### config.mk
export PLATFORM = sky130hd
export DESIGN_NAME = bb3_front_flat
export DESIGN_NICKNAME = d
export VERILOG_FILES = /design/src/hdl/bb3_pkg.sv /design/src/hdl/bb3_in_if.sv /design/src/hdl/bb3_front.sv /design/src/flat_wrapper.sv
export SDC_FILE = /design/constraint.sdc
export NUM_CORES = 1
export LEC_CHECK = 0
export BUFFER_PORTS_ARGS = -buffer_cell sky130_fd_sc_hd__buf_2
export CAP_MARGIN = 30
export CORE_ASPECT_RATIO = 1.4
export CORE_MARGIN = 4
export CORE_UTILIZATION = 45
export CTS_CLUSTER_SIZE = 20
export DETAILED_ROUTE_END_ITERATION = 7
export MAX_ROUTING_LAYER = met4
export PLACE_DENSITY_LB_ADDON = 0.3
export SYNTH_ARGS = -nofsm -noshare
export SYNTH_HDL_FRONTEND = slang
export SYNTH_SLANG_ARGS = --single-unit
### constraint.sdc
create_clock -name clk -period 8.75 [get_ports clk]
set_input_delay 1.3125 -clock clk [delete_from_list [all_inputs] [get_ports clk]]
set_output_delay 1.3125 -clock clk [all_outputs]
set_load 0.1 [all_outputs]
### src/hdl/bb3_pkg.sv
`timescale 1ns / 1ps
// Shared types and constants of the 3x3 RGB box blur.
// No dependencies; bb3_front, bb3_back and box_blur_3x3_rgb import this package.
package bb3_pkg;

  localparam int BB3_MAX_WIDTH  = 1024;
  localparam int BB3_MAX_HEIGHT = 1024;

  localparam int DIM_W = 11;
  localparam logic [DIM_W-1:0] WIDTH_RST  = 11'd800;
  localparam logic [DIM_W-1:0] HEIGHT_RST = 11'd600;

  localparam logic [0:0] REG_FRAME_WIDTH  = 1'b0;
  localparam logic [0:0] REG_FRAME_HEIGHT = 1'b1;

  // A nine-pixel channel sum is at most 2295, and 7282 / 2**16 is close
  // enough to one ninth over that range to give the truncated quotient.
  localparam int SUM_W = 12;
  localparam int RECIP_W = 13;
  localparam logic [RECIP_W-1:0] DIV9_RECIP = 13'd7282;
  localparam int DIV9_SHIFT = 16;

  typedef struct packed {
    logic [7:0] red;
    logic [7:0] green;
    logic [7:0] blue;
  } rgb_t;

  typedef struct packed {
    logic has_up;
    logic has_mid;
    logic emit;
    logic use_left;
    logic use_new;
    logic last;
  } tap_ctl_t;

endpackage

### src/hdl/bb3_in_if.sv
`timescale 1ns / 1ps
// Input channel of the box blur: valid/ready handshake with one pixel or drain tick.
// No dependencies.
interface bb3_in_if;
  logic       valid;
  logic       ready;
  logic       kind;
  logic [7:0] in_red;
  logic [7:0] in_green;
  logic [7:0] in_blue;

  modport source (output valid, kind, in_red, in_green, in_blue, input ready);
  modport sink (input valid, kind, in_red, in_green, in_blue, output ready);
endinterface

### src/hdl/bb3_front.sv
`timescale 1ns / 1ps
// Front end of the box blur: tracks the raster position, masks pixels and works out
// which neighborhood taps each item needs. Depends on bb3_pkg and bb3_in_if.
module bb3_front #(
  parameter int MAX_WIDTH  = bb3_pkg::BB3_MAX_WIDTH,
  parameter int MAX_HEIGHT = bb3_pkg::BB3_MAX_HEIGHT
) (
  input  logic                          clk,
  input  logic                          rst_n,
  input  logic [bb3_pkg::DIM_W-1:0]     frame_width,
  input  logic [bb3_pkg::DIM_W-1:0]     frame_height,
  bb3_in_if.sink                        in_ch,
  input  logic                          q_full,
  output logic                          push,
  output logic [$clog2(MAX_WIDTH)-1:0]  push_addr,
  output bb3_pkg::rgb_t                 push_px,
  output bb3_pkg::tap_ctl_t             push_ctl
);
  import bb3_pkg::*;

  localparam int CW = $clog2(MAX_WIDTH);
  localparam int CX = CW + 1;
  localparam int RW = $clog2(MAX_HEIGHT + 3);

  logic [CW-1:0] col_r, col_nxt, col_cur;
  logic [RW-1:0] row_r, row_nxt, row_inc, row_cur;
  logic [CX-1:0] w_x;
  logic [RW-1:0] h_x, h_p1;
  logic          col_wrap;
  logic          line_end;
  logic          emit_mid;
  logic          emit_edge;

  always_comb begin
    if (frame_width == '0) begin
      w_x = CX'(1);
    end else if (32'(frame_width) > 32'(MAX_WIDTH)) begin
      w_x = CX'(MAX_WIDTH);
    end else begin
      w_x = CX'(frame_width);
    end
    if (frame_height == '0) begin
      h_x = RW'(1);
    end else if (32'(frame_height) > 32'(MAX_HEIGHT)) begin
      h_x = RW'(MAX_HEIGHT);
    end else begin
      h_x = RW'(frame_height);
    end
  end

  assign h_p1     = h_x + RW'(1);
  assign col_wrap = (CX'(col_r) >= w_x);
  assign row_inc  = col_wrap ? row_r + RW'(1) : row_r;
  assign col_cur  = col_wrap ? '0 : col_r;
  assign row_cur  = (row_inc > h_p1) ? '0 : row_inc;
  assign line_end = ((CX'(col_cur) + CX'(1)) >= w_x);

  assign emit_mid  = (col_cur != '0) && (row_cur != '0);
  assign emit_edge = (col_cur == '0) && (row_cur > RW'(1));

  assign in_ch.ready = !q_full;
  assign push        = in_ch.valid && !q_full;
  assign push_addr   = col_cur;

  always_comb begin
    push_px = '0;
    if (!in_ch.kind && (row_cur < h_x)) begin
      push_px.red   = in_ch.in_red;
      push_px.green = in_ch.in_green;
      push_px.blue  = in_ch.in_blue;
    end
    push_ctl.has_up   = (row_cur > RW'(1));
    push_ctl.has_mid  = (row_cur != '0);
    push_ctl.emit     = emit_mid || emit_edge;
    push_ctl.use_new  = emit_mid;
    push_ctl.use_left = emit_mid ? (col_cur > CW'(1)) : (w_x >= CX'(2));
    push_ctl.last     = emit_edge && (row_cur == h_p1);
  end

  always_comb begin
    col_nxt = col_r;
    row_nxt = row_r;
    if (push) begin
      if (row_cur >= h_p1) begin
        col_nxt = '0;
        row_nxt = '0;
      end else if (line_end) begin
        col_nxt = '0;
        row_nxt = row_cur + RW'(1);
      end else begin
        col_nxt = col_cur + CW'(1);
        row_nxt = row_cur;
      end
    end
  end

  always_ff @(posedge clk) begin
    if (!rst_n) begin
      col_r <= '0;
      row_r <= '0;
    end else begin
      col_r <= col_nxt;
      row_r <= row_nxt;
    end
  end
endmodule

### src/flat_wrapper.sv
// flat-port wrapper written by rule: the top's interface ports become plain ports
module bb3_front_flat import bb3_pkg::*;
#(
  parameter int MAX_WIDTH  = bb3_pkg::BB3_MAX_WIDTH,
  parameter int MAX_HEIGHT = bb3_pkg::BB3_MAX_HEIGHT
)
  (clk, rst_n, frame_width, frame_height, q_full, push, push_addr, push_px, push_ctl, in_ch_valid, in_ch_kind, in_ch_in_red, in_ch_in_green, in_ch_in_blue, in_ch_ready);
  bb3_in_if in_ch_i ();
  input  logic clk;
  input  logic rst_n;
  input  logic [bb3_pkg::DIM_W-1:0] frame_width;
  input  logic [bb3_pkg::DIM_W-1:0] frame_height;
  input  logic q_full;
  output logic push;
  output logic [$clog2(MAX_WIDTH)-1:0] push_addr;
  output bb3_pkg::rgb_t push_px;
  output bb3_pkg::tap_ctl_t push_ctl;
  input wire logic [$bits(in_ch_i.valid)-1:0] in_ch_valid;
  input wire logic [$bits(in_ch_i.kind)-1:0] in_ch_kind;
  input wire logic [$bits(in_ch_i.in_red)-1:0] in_ch_in_red;
  input wire logic [$bits(in_ch_i.in_green)-1:0] in_ch_in_green;
  input wire logic [$bits(in_ch_i.in_blue)-1:0] in_ch_in_blue;
  output wire logic [$bits(in_ch_i.ready)-1:0] in_ch_ready;
  assign in_ch_i.valid = in_ch_valid;
  assign in_ch_i.kind = in_ch_kind;
  assign in_ch_i.in_red = in_ch_in_red;
  assign in_ch_i.in_green = in_ch_in_green;
  assign in_ch_i.in_blue = in_ch_in_blue;
  assign in_ch_ready = in_ch_i.ready;
  bb3_front #(.MAX_WIDTH(MAX_WIDTH), .MAX_HEIGHT(MAX_HEIGHT)) u_core (.clk(clk), .rst_n(rst_n), .frame_width(frame_width), .frame_height(frame_height), .in_ch(in_ch_i), .q_full(q_full), .push(push), .push_addr(push_addr), .push_px(push_px), .push_ctl(push_ctl));
endmodule
Yosys cells after proc, flatten, opt, wreduce, memory -nomap -nowiden:

Cells that the tools add are included.

* bits in registers: 21
* input port bits: 51
* logic and storage cells: 44

* add/sub/neg operators: 5
* $lt $le $gt $ge: 10
* equality and inequality tests: 1
* multiplexer cells: 13
* reduce and logical (&&, ||, !) cells: 13

Operator list (number)
* two-way mux 11 bit: 8
* adder 11 x 1 -> 11 bit, second input constant: 3
* two-way mux 10 bit: 3
* two-way mux 24 bit: 1
* greater-or-equal comparator 11 bit: 2
* > comparator 11 bit, second input constant: 2
* zero test 11 bit: 2
* adder 10 x 1 -> 11 bit, second input constant: 1
* equality test 11 bit: 1
* greater-or-equal comparator 10 x 11 -> 1 bit: 1
* greater-or-equal comparator 11 x 2 -> 1 bit, second input constant: 1
* > comparator 11 x 1 -> 1 bit, second input constant: 1
* > comparator 11 bit: 1
* < comparator 11 bit: 1
* nonzero test 11 bit: 1
* adder 10 x 1 -> 10 bit, second input constant: 1
* > comparator 10 x 1 -> 1 bit, second input constant: 1
* zero test 10 bit: 1
* nonzero test 10 bit: 1
* logical AND 1 bit: 5
* zero test 1 bit: 2
* logical OR 1 bit: 1
* two-way mux 1 bit: 1

Depth between registers and ports, before layout:

* depth after elaboration: 10
* gate-level depth with buffers: 30
* mapped depth without buffers: 27

Worst setup path before layout:

Ideal clock, no wire load.

* path kind: input to output
* start: input port frame_width[10] (netlist name)
* end: output port push_ctl[3] (netlist name)
* arrival: 8.031 ns
* path slack: -0.594 ns
* cell stages on the path: 22
* cells stage by stage: inv_2 clkbuf_1 nand2_1 ha_1 nand2_1 nor2_1 a31oi_4 a211oi_2 nand3_1 xnor2_1 ha_1 a211o_1 a21oi_1 o211ai_1 o21ai_1 clkbuf_1 and2_1 inv_1 ha_1 o21ai_1 nor2_1 a31oi_1

RTL lines
* start, declared: line flat_wrapper.sv:11 `input logic [bb3_pkg::DIM_W-1:0] frame_width;`
* end, declared: line flat_wrapper.sv:17 `output bb3_pkg::tap_ctl_t push_ctl;`

==> flow_metrics.env <==
export IMPL_gp_congestion=1.02
export IMPL_drc=0
export IMPL_finalHoldViolCount=0
export IMPL_final_nets=662
export IMPL_grt_pass1_wl_um=18000
export IMPL_syn_area_um2=3500
export IMPL_cp_slowest_cell="a2111oi_4"
export IMPL_overflow=0
export IMPL_ys_flop_type="dfxtp_1"
export IMPL_worstSetupEndpointType="output port"
export IMPL_hpwlAfterDp_um=9500
export IMPL_antenna_found_initial=0
export IMPL_syn_to_final_growth_pct=30.3
export IMPL_setup_tns_ns=0
export IMPL_n_antenna_cell=0
export IMPL_cts_root_buf="clkbuf_8"
export IMPL_hold_path_class="flop to flop"
export IMPL_clock_sinks=21
export IMPL_io_pins=93
export IMPL_crit_path_end="push_px[1]"
export IMPL_htree_levels=1
export IMPL_fin_skew_ns=0.00140
export IMPL_r2r_slack_ns=3.26
export IMPL_ctsHoldBuffers=0
export IMPL_grtUsageTotal_pct=25.1
export IMPL_worstSkewPairLatency_ns=0.27
export IMPL_routed_via_density=5.86
export IMPL_timing_rr_start="u_core.col_r[2]"
export IMPL_clk_pin_slew_ns=0.07
export IMPL_critical_path_arrival_ns=6.95
export IMPL_final_common_cell="buf_2"
export IMPL_period_share_pct=94.4
export IMPL_worstPathMaxFanout=12
export IMPL_rr_worst_depth=23
export IMPL_fmaxAchievable_mhz=121
export IMPL_crit_path_frequent_cell="ha_1"
export IMPL_ys_seq_area_share_pct=12.0
export IMPL_finalSetupViolCount=0
export IMPL_drt_pass1_iter_count=4
export IMPL_die_h_um=112
export IMPL_power_density_nw_per_um2=76.1
export IMPL_clock_path_buffers=2
export IMPL_tritoncts="done"
export IMPL_drv_slew=0
export IMPL_regToRegEndpoint="u_core.row_r[9]"
export IMPL_die_w_um=82.5
export IMPL_antenna_left=0
export IMPL_initial_core_util_pct=46.9
export IMPL_hold_slack_ns=0.542
export IMPL_finalNonFillerCells=649
export IMPL_cts_buffers=3
export IMPL_critPathKind="primary input to output port"
export IMPL_grt_pass1_vias=3903
export IMPL_placedCellCount=643
export IMPL_layout_common_cells="68 x buf_2, 58 x ha_1, 47 x nand2_1"
export IMPL_drtIter0Drc=162
export IMPL_ir_drop_mv=0.0533
export IMPL_status="finished clean"
export IMPL_startpoint="frame_width[3]"
export IMPL_grt_max_degree=25
export IMPL_tightest_slew_ns=0.582
export IMPL_synth_area_per_cell_um2=7.57
export IMPL_fp_coreArea_um2=7450
export IMPL_yosys_cell_types_count=60
export IMPL_vias=3803
export IMPL_die_area_um2=9270
export IMPL_synth_fp_nets=571
export IMPL_ys_seq_elements=21
export IMPL_crit_required_ns=7.44
export IMPL_ys_warn_count=0
export IMPL_min_period_ns=8.26
export IMPL_synthArstFlopShare_pct=0
export IMPL_cp_start_kind="primary input"
export IMPL_synthCells=462
export IMPL_p_leak_nw=2.18
export IMPL_io_buffers=92
export IMPL_worstHoldPathCells=1
export IMPL_drive_above_1_share_pct=23.7
export IMPL_relSlewSlack_pct=60.8
export IMPL_finalWirelength_um=11300
export IMPL_drv_cap=0
export IMPL_slowest_delay_ns=0.36
export IMPL_core_rowCount=37
export IMPL_wl_per_cell_um=17.5
export IMPL_synth_edf_count=0
[synthesized netlist by cell type, drive strengths merged (14+ instances only)]
cell | count | area (µm²)
inv | 30 | 113
ha | 58 | 726
nand2 | 47 | 176
o21ai | 16 | 83.8
nand3 | 14 | 70.1
a32o | 17 | 170
and3 | 16 | 100
nand4 | 14 | 87.6
nor2 | 28 | 105
xnor2 | 23 | 209
dfxtp | 21 | 420
and2 | 32 | 200
a21oi | 19 | 95.1
[flip-flops by register name (all words and copies together), names as in the netlist]
register	cells
u_core.row_r	11
u_core.col_r	10
[report_power, final]
| group | internal [W] | switching [W] | leakage, nW | total, W |
|---|---|---|---|---|
| logic | 0.0000623 | 0.000122 | 1.99 | 0.000185 |
| clock network | 0.0000326 | 0.0000327 | 0.0228 | 0.0000652 |
| registers | 0.0000962 | 0.000000879 | 0.169 | 0.0000970 |
| total | 0.000191 | 0.000156 | 2.18 | 0.000347 |
[metal layers]
metal | part of all wire (%) | up-vias | global-route usage [%] | routed length [µm]
met5 | 0 | - | - | 0
met1 | 37 | 1770 | 25.2 | 4200
met2 | 53 | 122 | 45.8 | 6040
li1 | - | 1871 | - | -
met3 | 3.7 | 40 | 1.52 | 416
met4 | 6.0 | 0 | 14.7 | 675
[layout make-up]
type / count / area (µm²)
clock buffer: 4 / 45.0
fill: 655 / 2900
inverter: 32 / 120
multi-input combinational: 388 / 2920
sequential: 21 / 420
tap: 97 / 121
timing repair buffer: 107 / 933
[critical path: cells and delay by family]
kind	cells	cell delay (ns)
compound gates	12	2.21
simple gates	9	1.59
fa+ha+maj	3	0.84
xor+xnor	1	0.28
buf+inv	4	0.72
[repair_timing]
action	in CTS	in global routing
endpoints found under the hold margin	0	0
setup endpoints to repair	0	24
buffers inserted	0	1
resized for setup	0	12
[worst min-delay path by stage]
stage / endpoint / slack [ns] / start
after floorplan: u_core.row_r[10] / 0.46 / u_core.row_r[10]
after global placement: u_core.row_r[10] / 0.47 / u_core.row_r[10]
after detailed placement: u_core.row_r[10] / 0.49 / u_core.row_r[10]
after CTS: u_core.row_r[10] / 0.51 / u_core.row_r[10]
after global routing: u_core.row_r[10] / 0.58 / u_core.row_r[10]
final: u_core.row_r[10] / 0.54 / u_core.row_r[10]
[cells by family (layout without fill, tap and decap cells)]
family,count (synthesis),count (layout),synth area share [%]
buf+inv,53,143,6.23
xor+xnor,36,36,9.23
compound gates,104,104,23.3
simple gates,189,189,28.2
fa+ha+maj,58,58,20.8
mux,1,1,0.322
flops,21,21,12.0
[per-stage QoR]
stage                     setup WS [ns]  cell area [µm²]  total power (W)  util (%)
after detailed placement          0.227             4450         0.000282      59.7
after global routing            -0.0530             4560         0.000362      61.1
after CTS                         0.190             4490         0.000346      60.3
final                             0.488             4560         0.000347      61.1
after global placement            0.430             4450         0.000279      59.7
after floorplan                   0.142             3510         0.000218         -
(Power assumes the default switching activity.)
