<file path="src/hdl/bb3_queue.sv">
`timescale 1ns / 1ps
// Small FIFO between the classifying front end and the filter back end.
// No dependencies.
module bb3_queue #(
  parameter int WIDTH = 40,
  parameter int DEPTH = 2
) (
  input  logic             clk,
  input  logic             rst_n,
  input  logic             push,
  input  logic [WIDTH-1:0] push_data,
  output logic             full,
  input  logic             pop,
  output logic             not_empty,
  output logic [WIDTH-1:0] head
);
  localparam int AW = (DEPTH > 1) ? $clog2(DEPTH) : 1;
  localparam int NW = $clog2(DEPTH + 1);

  logic [WIDTH-1:0] slot_r [DEPTH];
  logic [AW-1:0]    wptr_r, wptr_nxt;
  logic [AW-1:0]    rptr_r, rptr_nxt;
  logic [NW-1:0]    count_r, count_nxt;

  assign full      = (count_r == NW'(DEPTH));
  assign not_empty = (count_r != '0);
  assign head      = slot_r[rptr_r];

  always_comb begin
    wptr_nxt  = wptr_r;
    rptr_nxt  = rptr_r;
    count_nxt = count_r;
    if (push) begin
      wptr_nxt = (wptr_r == AW'(DEPTH - 1)) ? '0 : wptr_r + AW'(1);
    end
    if (pop) begin
      rptr_nxt = (rptr_r == AW'(DEPTH - 1)) ? '0 : rptr_r + AW'(1);
    end
    if (push && !pop) begin
      count_nxt = count_r + NW'(1);
    end else if (pop && !push) begin
      count_nxt = count_r - NW'(1);
    end
  end

  always_ff @(posedge clk) begin
    if (!rst_n) begin
      wptr_r  <= '0;
      rptr_r  <= '0;
      count_r <= '0;
    end else begin
      wptr_r  <= wptr_nxt;
      rptr_r  <= rptr_nxt;
      count_r <= count_nxt;
    end
  end

  always_ff @(posedge clk) begin
    if (push) begin
      slot_r[wptr_r] <= push_data;
    end
  end
endmodule

</file>
<file path="config.mk">
export PLATFORM = sky130hd
export DESIGN_NAME = bb3_queue
export DESIGN_NICKNAME = d
export VERILOG_FILES = /design/src/hdl/bb3_queue.sv
export SDC_FILE = /design/constraint.sdc
export NUM_CORES = 1
export LEC_CHECK = 0
export ABC_AREA = 1
export BUFFER_PORTS_ARGS = -buffer_cell sky130_fd_sc_hd__buf_2
export CORE_MARGIN = 1
export CORE_UTILIZATION = 51
export DETAILED_ROUTE_END_ITERATION = 6
export GPL_TIMING_DRIVEN = 0
export PLACE_DENSITY_LB_ADDON = 0.05
export SKIP_CTS_REPAIR_TIMING = 1
export SYNTH_ARGS = -nofsm -noshare
export SYNTH_HDL_FRONTEND = slang
export SYNTH_SLANG_ARGS = --single-unit
</file>
<file path="constraint.sdc">
create_clock -name clk -period 2.85 [get_ports clk]
set_input_delay 0.1425 -clock clk [delete_from_list [all_inputs] [get_ports clk]]
set_output_delay 0.1425 -clock clk [all_outputs]
set_load 0.01 [all_outputs]
</file>
Word-level counts from Yosys, hierarchy flattened
Memories as Yosys holds them, arrays and structs flattened. A register that Yosys moved wholly into a read port is not among the register bits.
Cells that the tools add are included.
W data, S select, Z words.
{"block": "word_totals", "reg_bits": 4, "ram_bits": 80, "out_inout_bits": 42, "n_memories": 1}
{"block": "op_classes", "n_addsub": 4, "eq_ne": 1, "muxes": 8, "n_reduce_logical": 6}
{"memory": "slot_r", "words": 2, "width": 40, "read_ports": 1, "rd_clocked_by_memory_dff": 1, "wr": 1, "line": "20", "source": "logic [WIDTH-1:0] slot_r [DEPTH];"}
{"cell": "$mux W1", "n": 6}
{"cell": "$mux W2", "n": 2}
{"cell": "$reduce_bool A2 Y1", "n": 2}
{"cell": "$add A1 B1 Y1 const B", "n": 2}
{"cell": "$add A2 B1 Y2 const B", "n": 1}
{"cell": "$eq A2 B2 Y1 const B", "n": 1}
{"cell": "$logic_and A1 B1 Y1", "n": 2}
{"cell": "$logic_not A1 Y1", "n": 2}
{"cell": "$sub A2 B1 Y2 const B", "n": 1}

Longest topological paths before layout
Gate-level depths: netlist of the first run.
{"block": "depth", "depth_word": 4, "ltp_mapped": 8, "mapped_depth_nobuf": 8}

Least setup slack after synthesis of the first run
Ideal clock, no wire load.
{"block": "synth_path", "path_type": "flip-flop to flip-flop", "start": "reg wptr_r", "end": "mem slot_r[0][0] (enable)", "setup_ns": 0.438, "arrival_time_ns": 2.006, "t_required_ns": 2.412, "path_slack_ns": 0.406, "stages_incl_launch_ff": 2, "n_path_buf": 0, "period_less_slack_ns": 2.444, "cell_sequence": "dfxtp_1 nor2_1"}
{"element": "start, declared", "line": "21", "source": "logic [AW-1:0] wptr_r, wptr_nxt;"}
{"element": "start signal, assigned", "line": "52", "source": "wptr_r <= wptr_nxt;"}
{"element": "end, declared", "line": "20"}
No word-level cell before the write port.

==> results of run 1 <==
[registers in the layout, indices dropped and copies added, names as in the netlist, named ones only]
signal / cells
wptr_r: 1
rptr_r: 1
count_r: 2
slot_r: 80
[final cells by class]
type                            count  area, um^2  area share [%]
Buffer                              4        45.0            1.06
Clock buffer                        9         124            2.91
Clock inverter                      7        66.3            1.56
Inverter                            8        30.0           0.704
Multi-Input combinational cell     62         556            13.0
Sequential cell                    85        2500            58.7
Tap cell                           75        93.8            2.20
Timing Repair Buffer              126         846            19.8
[routing by layer]
metal | routed length, um | up-vias | track usage (%)
met1 | 2240 | 869 | 18.7
met5 | 0 | - | 0
met2 | 2620 | 58 | 26.8
met4 | 113 | 0 | 11.4
met3 | 232 | 11 | 3.64
li1 | - | 875 | -
[synth_stat cells]
library cell	instances	area, um^2
a21oi_1	1	5.00
edfxtp_1	80	2400
nand2_1	9	33.8
mux2_2	40	450
nand3_1	1	5.00
inv_1	8	30.0
nor2_1	8	30.0
nand4_1	1	6.26
buf_6	4	45.0
o21ai_0	1	5.00
dfxtp_1	5	100
ha_1	1	12.5
[metrics by stage]
step	power [mW]	instance area, um^2
detailed placement	1.75	3670
finish	2.56	4260
CTS	2.55	3860
global placement	1.74	3640
global route	2.66	4260
floorplan	1.63	3130
[worst max-delay path: cells and delay by family, from the launching register on]
family | cells | cell delay, ps
muxes | 1 | 350
DFF | 1 | 440
buffers and inverters | 2 | 340
[power by group]
group / leakage [nW] / internal, mW / total (mW) / switching, mW
sequential: 0.793 / 1.44 / 1.46 / 0.0178
clock: 0.0887 / 0.398 / 0.799 / 0.401
combinational: 0.780 / 0.162 / 0.305 / 0.143
total: 1.66 / 2.00 / 2.56 / 0.561
[cells by family (layout without fill, tap and decap cells)]
kind of cell | after synthesis | after routing | share of synthesized area (%)
multiplexers | 40 | 40 | 14.4
buffers and inverters | 12 | 154 | 2.40
flip-flops | 85 | 85 | 80.1
AO/OA/AOI/OAI | 2 | 2 | 0.320
AND/OR/NAND/NOR | 19 | 19 | 2.40
adder cells (fa/ha/maj) | 1 | 1 | 0.400
[how the worst max path moves through the flow]
stage | from | to | slack [ps]
3_5_place_dp | wptr_r$_SDFFE_PN0P_ | slot_r[1][34]$_DFFE_PP_ | 1260
3_3_place_gp | push | slot_r[0][21]$_DFFE_PP_ | -570
6_report | flop | head[2] | 1240
2_1_floorplan | wptr_r$_SDFFE_PN0P_ | slot_r[0][0]$_DFFE_PP_ | 410
5_1_grt | flop | head[15] | 1150
4_1_cts | flop | head[6] | 1200
==> flow_metrics.env, run 1 <==
export IMPL_vias=1813
export IMPL_grt_max_degree=41
export IMPL_timing_hold_ws_ps=56.1
export IMPL_cts_reportedPaths_clkPinSlew_ps=80
export IMPL_syn_area_um2=3130
export IMPL_drive_gt1_share_pct=48.8
export IMPL_diodes=0
export IMPL_placed_cells=320
export IMPL_max_stage_delay_ps=440
export IMPL_htree_levels=3
export IMPL_finalSetupTns_ps=0
export IMPL_nFillCells=429
export IMPL_place_congestion=0.699
export IMPL_cap_violations=0
export IMPL_antenna_found_initial=0
export IMPL_r2r_start="wptr_r$_SDFFE_PN0P_"
export IMPL_slowest_stage="dfxtp_1"
export IMPL_wl_um=5210
export IMPL_numCtsBuffers=9
export IMPL_grt_overflow=0
export IMPL_grtUsageTotal_pct=16.2
export IMPL_io_pins=86
export IMPL_clk_latency_ps=340
export IMPL_yosysSeqAreaShare_pct=80.1
export IMPL_viasPerCell=4.82
export IMPL_skew_ps=8.23
export IMPL_cp_end_kind="primary output"
export IMPL_fin_util_pct=72.0
export IMPL_cp_data_arrival_time_ps=1470
export IMPL_setup_ws_ps=1240
export IMPL_p_per_area_nw_per_um2=601
export IMPL_cts_tree="yes"
export IMPL_drt_initial_drc_count=69
export IMPL_final_cell_mix="buf_2, edfxtp_1, mux2_2, dlygate4sd3_1"
export IMPL_worst_path_max_fanout=10
export IMPL_start_util_pct=52.8
export IMPL_place_hpwl_um=3200
export IMPL_rr_endpoint="slot_r[1][15]$_DFFE_PP_"
export IMPL_min_path_cells=3
export IMPL_rsz0062_at_grt="false"
export IMPL_post_place_ws_ps=1260
export IMPL_hold_violations=0
export IMPL_synth_cell_types=12
export IMPL_post_route_period_util_pct=56.5
export IMPL_rows=28
export IMPL_worst_pin_slew_ps=885
export IMPL_ir_drop_mv=0.366
export IMPL_required_ps=2710
export IMPL_crit_type="reg2out"
export IMPL_post_drt_wl_per_cell_um=13.9
export IMPL_nets=341
export IMPL_die_area_um2=6450
export IMPL_ys_ff_latch=85
export IMPL_start_kind="flop"
export IMPL_finalSetupViolCount=0
export IMPL_drtPass1Iterations=4
export IMPL_area_growth_pct=36.4
export IMPL_fin_cells=376
export IMPL_syn_inst=159
export IMPL_crit_chain="buf_6 > mux2_2 > buf_2"
export IMPL_fmax_mhz=621
export IMPL_coreArea_um2=5920
export IMPL_die_h_um=80.3
export IMPL_mostFrequentLayoutCell="buf_2"
export IMPL_status="completed"
export IMPL_die_w_um=80.3
export IMPL_clock_path_buffers=2
export IMPL_yosys_warnings=0
export IMPL_grt_pass1_vias=1621
export IMPL_hold_end="count_r[1]$_SDFFE_PN0P_"
export IMPL_cts_sinks=85
export IMPL_r2r_slack_ps=1310
export IMPL_grt_pass1_wl_um=7290
export IMPL_holdCritStartpoint="rst_n"
export IMPL_portBuffers=85
export IMPL_syn_mean_instance_area_um2=19.7
export IMPL_clock_root_buffer="clkbuf_8"
export IMPL_ant_nets=0
export IMPL_timing_final_crit_period_ps=1610
export IMPL_slew_viol_final=0
export IMPL_synth_nets=204
export IMPL_drc_errors=0
export IMPL_p_leak_nw=1.66
export IMPL_relSlewSlack_pct=40.9
export IMPL_hold_path_class="in2reg"
export IMPL_r2r_cells=2
Power figures use the tool's default switching activity.
==> inputs of run 2 (changes only) <==
- clock period: 2.85 -> 1.6 ns (I/O delays scaled with it)
==> flow_metrics.env, run 2 (synthesis gave the netlist of run 1 again) <==
export IMPL_rows=28
export IMPL_final_cell_mix="buf_2, edfxtp_1, mux2_2, dlygate4sd3_1"
export IMPL_viasPerCell=4.72
export IMPL_hold_path_class="in2reg"
export IMPL_grtUsageTotal_pct=15.4
export IMPL_ant_nets=0
export IMPL_htree_levels=3
export IMPL_place_hpwl_um=3010
export IMPL_placed_cells=319
export IMPL_status="completed"
export IMPL_finalSetupTns_ps=0
export IMPL_skew_ps=4.58
export IMPL_largest_reg_flops=80
export IMPL_ir_drop_mv=0.701
export IMPL_p_leak_nw=1.67
export IMPL_grt_overflow=0
export IMPL_post_route_period_util_pct=90.9
export IMPL_fmax_mhz=687
export IMPL_drt_initial_drc_count=105
export IMPL_clock_root_buffer="clkbuf_8"
export IMPL_grt_pass1_vias=1607
export IMPL_holdCritStartpoint="rst_n"
export IMPL_cp_end_kind="primary output"
export IMPL_die_area_um2=6450
export IMPL_rsz0062_at_grt="false"
export IMPL_finalPower_mw=4.68
export IMPL_p_per_area_nw_per_um2=1100
export IMPL_cts_reportedPaths_clkPinSlew_ps=70
export IMPL_nets=341
export IMPL_relSlewSlack_pct=58.3
export IMPL_cap_violations=0
export IMPL_reg_top3="slot_r (80), count_r (2)"
export IMPL_slew_viol_final=0
export IMPL_grt_pass1_wl_um=7070
export IMPL_area_growth_pct=36.7
export IMPL_die_w_um=80.3
export IMPL_coreArea_um2=5920
export IMPL_required_ps=1520
export IMPL_vias=1769
export IMPL_drive_gt1_share_pct=48.7
export IMPL_antenna_found_initial=0
export IMPL_cp_data_arrival_time_ps=1370
export IMPL_drc_errors=0
export IMPL_drtPass1Iterations=4
export IMPL_portBuffers=85
export IMPL_clock_path_buffers=2
export IMPL_cts_tree="yes"
export IMPL_post_drt_wl_per_cell_um=13.8
export IMPL_fin_cells=375
export IMPL_io_pins=86
export IMPL_timing_final_crit_period_ps=1450
export IMPL_mostFrequentLayoutCell="buf_2"
export IMPL_wl_um=5170
export IMPL_largest_register="slot_r"
export IMPL_crit_type="reg2out"
export IMPL_place_congestion=0.684
export IMPL_worst_path_max_fanout=10
export IMPL_cts_sinks=85
export IMPL_hold_violations=0
export IMPL_die_h_um=80.3
export IMPL_start_kind="flop"
export IMPL_clk_latency_ps=330
export IMPL_diodes=0
export IMPL_worst_pin_slew_ps=624
export IMPL_grt_max_degree=41
export IMPL_r2r_start="wptr_r$_SDFFE_PN0P_"
export IMPL_start_util_pct=52.8
export IMPL_finalSetupViolCount=0
export IMPL_numCtsBuffers=9
==> run 2: cell types whose count changed in the layout (fill, tap and decap cells not counted), sizes merged <==
cell,previous run,this run
clkinvlp,3,1
bufinv,1,2
buf,90,89
clkinv,3,2
clkbuf,9,10
nor2,8,9
==> run 2: cell type report <==
class,instances,area (um^2)
clock inverters,5,76.3
flip-flops and latches,85,2500
well taps,75,93.8
inverters,8,32.5
fillers,398,1650
repair buffers,125,826
clock buffers,10,128
plain buffers,4,45.0
multi-input cells,63,567
==> run 2: critical path, stage by stage (launching register included) <==
cell and delay, ps:
dfxtp_2 380, buf_6 170, mux2_2 350, buf_2 140
==> run 2: final timing paths <==
check                                  to  slack (ps)  cells after the start
setup / recovery                  head[4]         150                      3
hold / removal        wptr_r$_SDFFE_PN0P_           8                      3
setup reg to reg  slot_r[1][24]$_DFFE_PP_         190                      2
hold reg to reg       rptr_r$_SDFFE_PN0P_         500                      2
==> run 2: metal layers <==
metal	track usage (%)	up-vias	routed length (um)
met4	8.04	0	40
met5	0	-	0
met3	4.43	4	236
li1	-	875	-
met1	16.8	828	2170
met2	27.2	62	2720
==> run 2: report_power, final <==
group | switching (mW) | leakage, nW | internal (mW) | total, mW
Clock | 0.680 | 0.0998 | 0.864 | 1.54
Combinational | 0.254 | 0.774 | 0.283 | 0.537
Sequential | 0.0327 | 0.793 | 2.57 | 2.60
==> run 2: metrics by stage <==
| step | setup slack (ps) | utilization, % | area (um^2) | hold WS [ps] |
|---|---|---|---|---|
| final | 145 | 72.1 | 4270 | 7.61 |
| after detailed placement | -110 | 61.7 | 3650 | 271 |
| after global placement | -504 | 61.7 | 3650 | 267 |
| after floorplan | -39.7 | - | 3130 | 179 |
| after global routing | 71.5 | 72.1 | 4270 | 8.33 |
| after CTS | -112 | 65.1 | 3860 | -85.0 |
==> inputs of run 3 (changes only) <==
==> constraint.sdc (replaced) <==
create_clock -name clk -period 1.5 [get_ports clk]
set_input_delay 0.375 -clock clk [delete_from_list [all_inputs] [get_ports clk]]
set_output_delay 0.375 -clock clk [all_outputs]
set_load 0.01 [all_outputs]
==> flow_metrics.env, run 3 (synthesis gave the netlist of run 1 again) <==
export IMPL_status="complete, but fails checks"
export IMPL_violations="setup timing"
export IMPL_start_util_pct=52.8
export IMPL_setup_ws_ps=-338
export IMPL_finalPower_mw=4.94
export IMPL_hold_path_class="in2reg"
export IMPL_grt_pass1_vias=1577
export IMPL_largest_reg_flops=80
export IMPL_slew_viol_final=0
export IMPL_cts_tree="yes"
export IMPL_drt_initial_drc_count=66
export IMPL_skew_ps=7.12
export IMPL_rows=28
export IMPL_die_h_um=80.3
export IMPL_drc_errors=0
export IMPL_finalSetupViolCount=40
export IMPL_clock_root_buffer="clkbuf_8"
export IMPL_clk_latency_ps=330
export IMPL_place_area_um2=3660
export IMPL_area_growth_pct=37.5
export IMPL_timing_final_crit_period_ps=1840
export IMPL_worst_pin_slew_ps=613
export IMPL_post_drt_wl_per_cell_um=16.1
export IMPL_crit_type="reg2out"
export IMPL_rsz0062_at_grt="true"
export IMPL_mostFrequentLayoutCell="edfxtp_1"
export IMPL_numCtsBuffers=9
export IMPL_r2r_slack_ps=110
export IMPL_ant_nets=0
export IMPL_cap_violations=0
export IMPL_vias=1697
export IMPL_cp_end_kind="primary output"
export IMPL_fmax_mhz=544
export IMPL_coreArea_um2=5920
export IMPL_relSlewSlack_pct=59.0
export IMPL_die_area_um2=6450
export IMPL_antenna_found_initial=0
export IMPL_cp_data_arrival_time_ps=1460
export IMPL_largest_register="slot_r"
export IMPL_die_w_um=80.3
export IMPL_io_pins=86
export IMPL_grt_pass1_wl_um=6950
export IMPL_reg_top3="slot_r (80), count_r (2)"
export IMPL_grtUsageTotal_pct=15.3
export IMPL_drtPass1Iterations=6
export IMPL_fin_cells=340
export IMPL_placed_cells=319
export IMPL_r2r_start="wptr_r$_SDFFE_PN0P_"
export IMPL_worst_path_max_fanout=10
export IMPL_required_ps=1120
export IMPL_place_hpwl_um=3020
export IMPL_grt_max_degree=41
export IMPL_drive_gt1_share_pct=56.2
export IMPL_p_leak_nw=1.72
export IMPL_cts_sinks=85
export IMPL_min_path_cells=1
export IMPL_rr_endpoint="slot_r[1][36]$_DFFE_PP_"
export IMPL_clock_path_buffers=2
export IMPL_ir_drop_mv=0.719
export IMPL_cts_reportedPaths_clkPinSlew_ps=70
export IMPL_viasPerCell=4.99
export IMPL_start_kind="flop"
export IMPL_r2r_cells=2
export IMPL_final_cell_mix="edfxtp_1, buf_2, buf_6"
export IMPL_design_area_um2=4300
export IMPL_p_per_area_nw_per_um2=1150
export IMPL_place_congestion=0.691
export IMPL_fin_util_pct=72.6
export IMPL_htree_levels=3
export IMPL_diodes=0
export IMPL_portBuffers=85
export IMPL_post_route_period_util_pct=123
export IMPL_nets=306
export IMPL_post_place_ws_ps=-447
export IMPL_hold_violations=0
export IMPL_wl_um=5480
export IMPL_nFillCells=397
export IMPL_grt_overflow=0
export IMPL_crit_end="head[35]"
-- run 3: changes by cell type in the layout (fill, tap and decap cells not counted), sizes merged --
cell,delta
inv,-1
clkbuf,+5
bufinv,-1
clkinvlp,+2
dlygate4sd3,-40
-- run 3: worst min-delay path by stage --
stage	startpoint	to	slack [ps]
2_1_floorplan	rptr_r$_SDFFE_PN0P_	flop	460
3_3_place_gp	rptr_r$_SDFFE_PN0P_	rptr_r$_SDFFE_PN0P_	480
3_5_place_dp	rptr_r$_SDFFE_PN0P_	flop	490
4_1_cts	push_data[12]	slot_r[1][12]$_DFFE_PP_	210
5_1_grt	push_data[16]	slot_r[1][16]$_DFFE_PP_	200
6_report	push_data[39]	slot_r[1][39]$_DFFE_PP_	220
-- run 3: area by class of cell --
class	count	area, um^2	area share [%]
sequential	85	2510	58.3
timing repair buffer	88	726	16.9
multi-input combinational	63	691	16.1
clock buffer	12	135	3.14
tap	75	93.8	2.18
buffer	4	60.1	1.40
clock inverter	3	37.5	0.873
inverter	8	33.8	0.786
timing repair inverter	2	15.0	0.349
-- run 3: per-stage QoR --
| stage | setup TNS (ps) | hold slack, ps |
|---|---|---|
| floorplan | 0 | 463 |
| global placement | -33540 | 479 |
| detailed placement | -32370 | 493 |
| CTS | -31990 | 209 |
| global route | -13730 | 199 |
| finish | -11600 | 224 |
-- run 3: routing by layer --
| layer | track usage (%) | vias to the layer above | routed length (um) |
|---|---|---|---|
| met4 | 6.79 | 0 | 65 |
| met2 | 26.6 | 60 | 2820 |
| met5 | 0 | - | 0 |
| met1 | 16.3 | 822 | 2290 |
| li1 | - | 807 | - |
| met3 | 6.25 | 8 | 306 |
-- run 3: worst max-delay path, stage by stage, from the launching register on --
cell and delay, ps:
dfxtp_4 470, buf_8 180, mux2_2 340, buf_2 140
-- run 3: power by group --
group	switching (mW)	internal (mW)	total, mW	leakage [nW]
combinational	0.299	0.409	0.708	0.841
sequential	0.0480	2.74	2.78	0.793
clock	0.697	0.752	1.45	0.0855
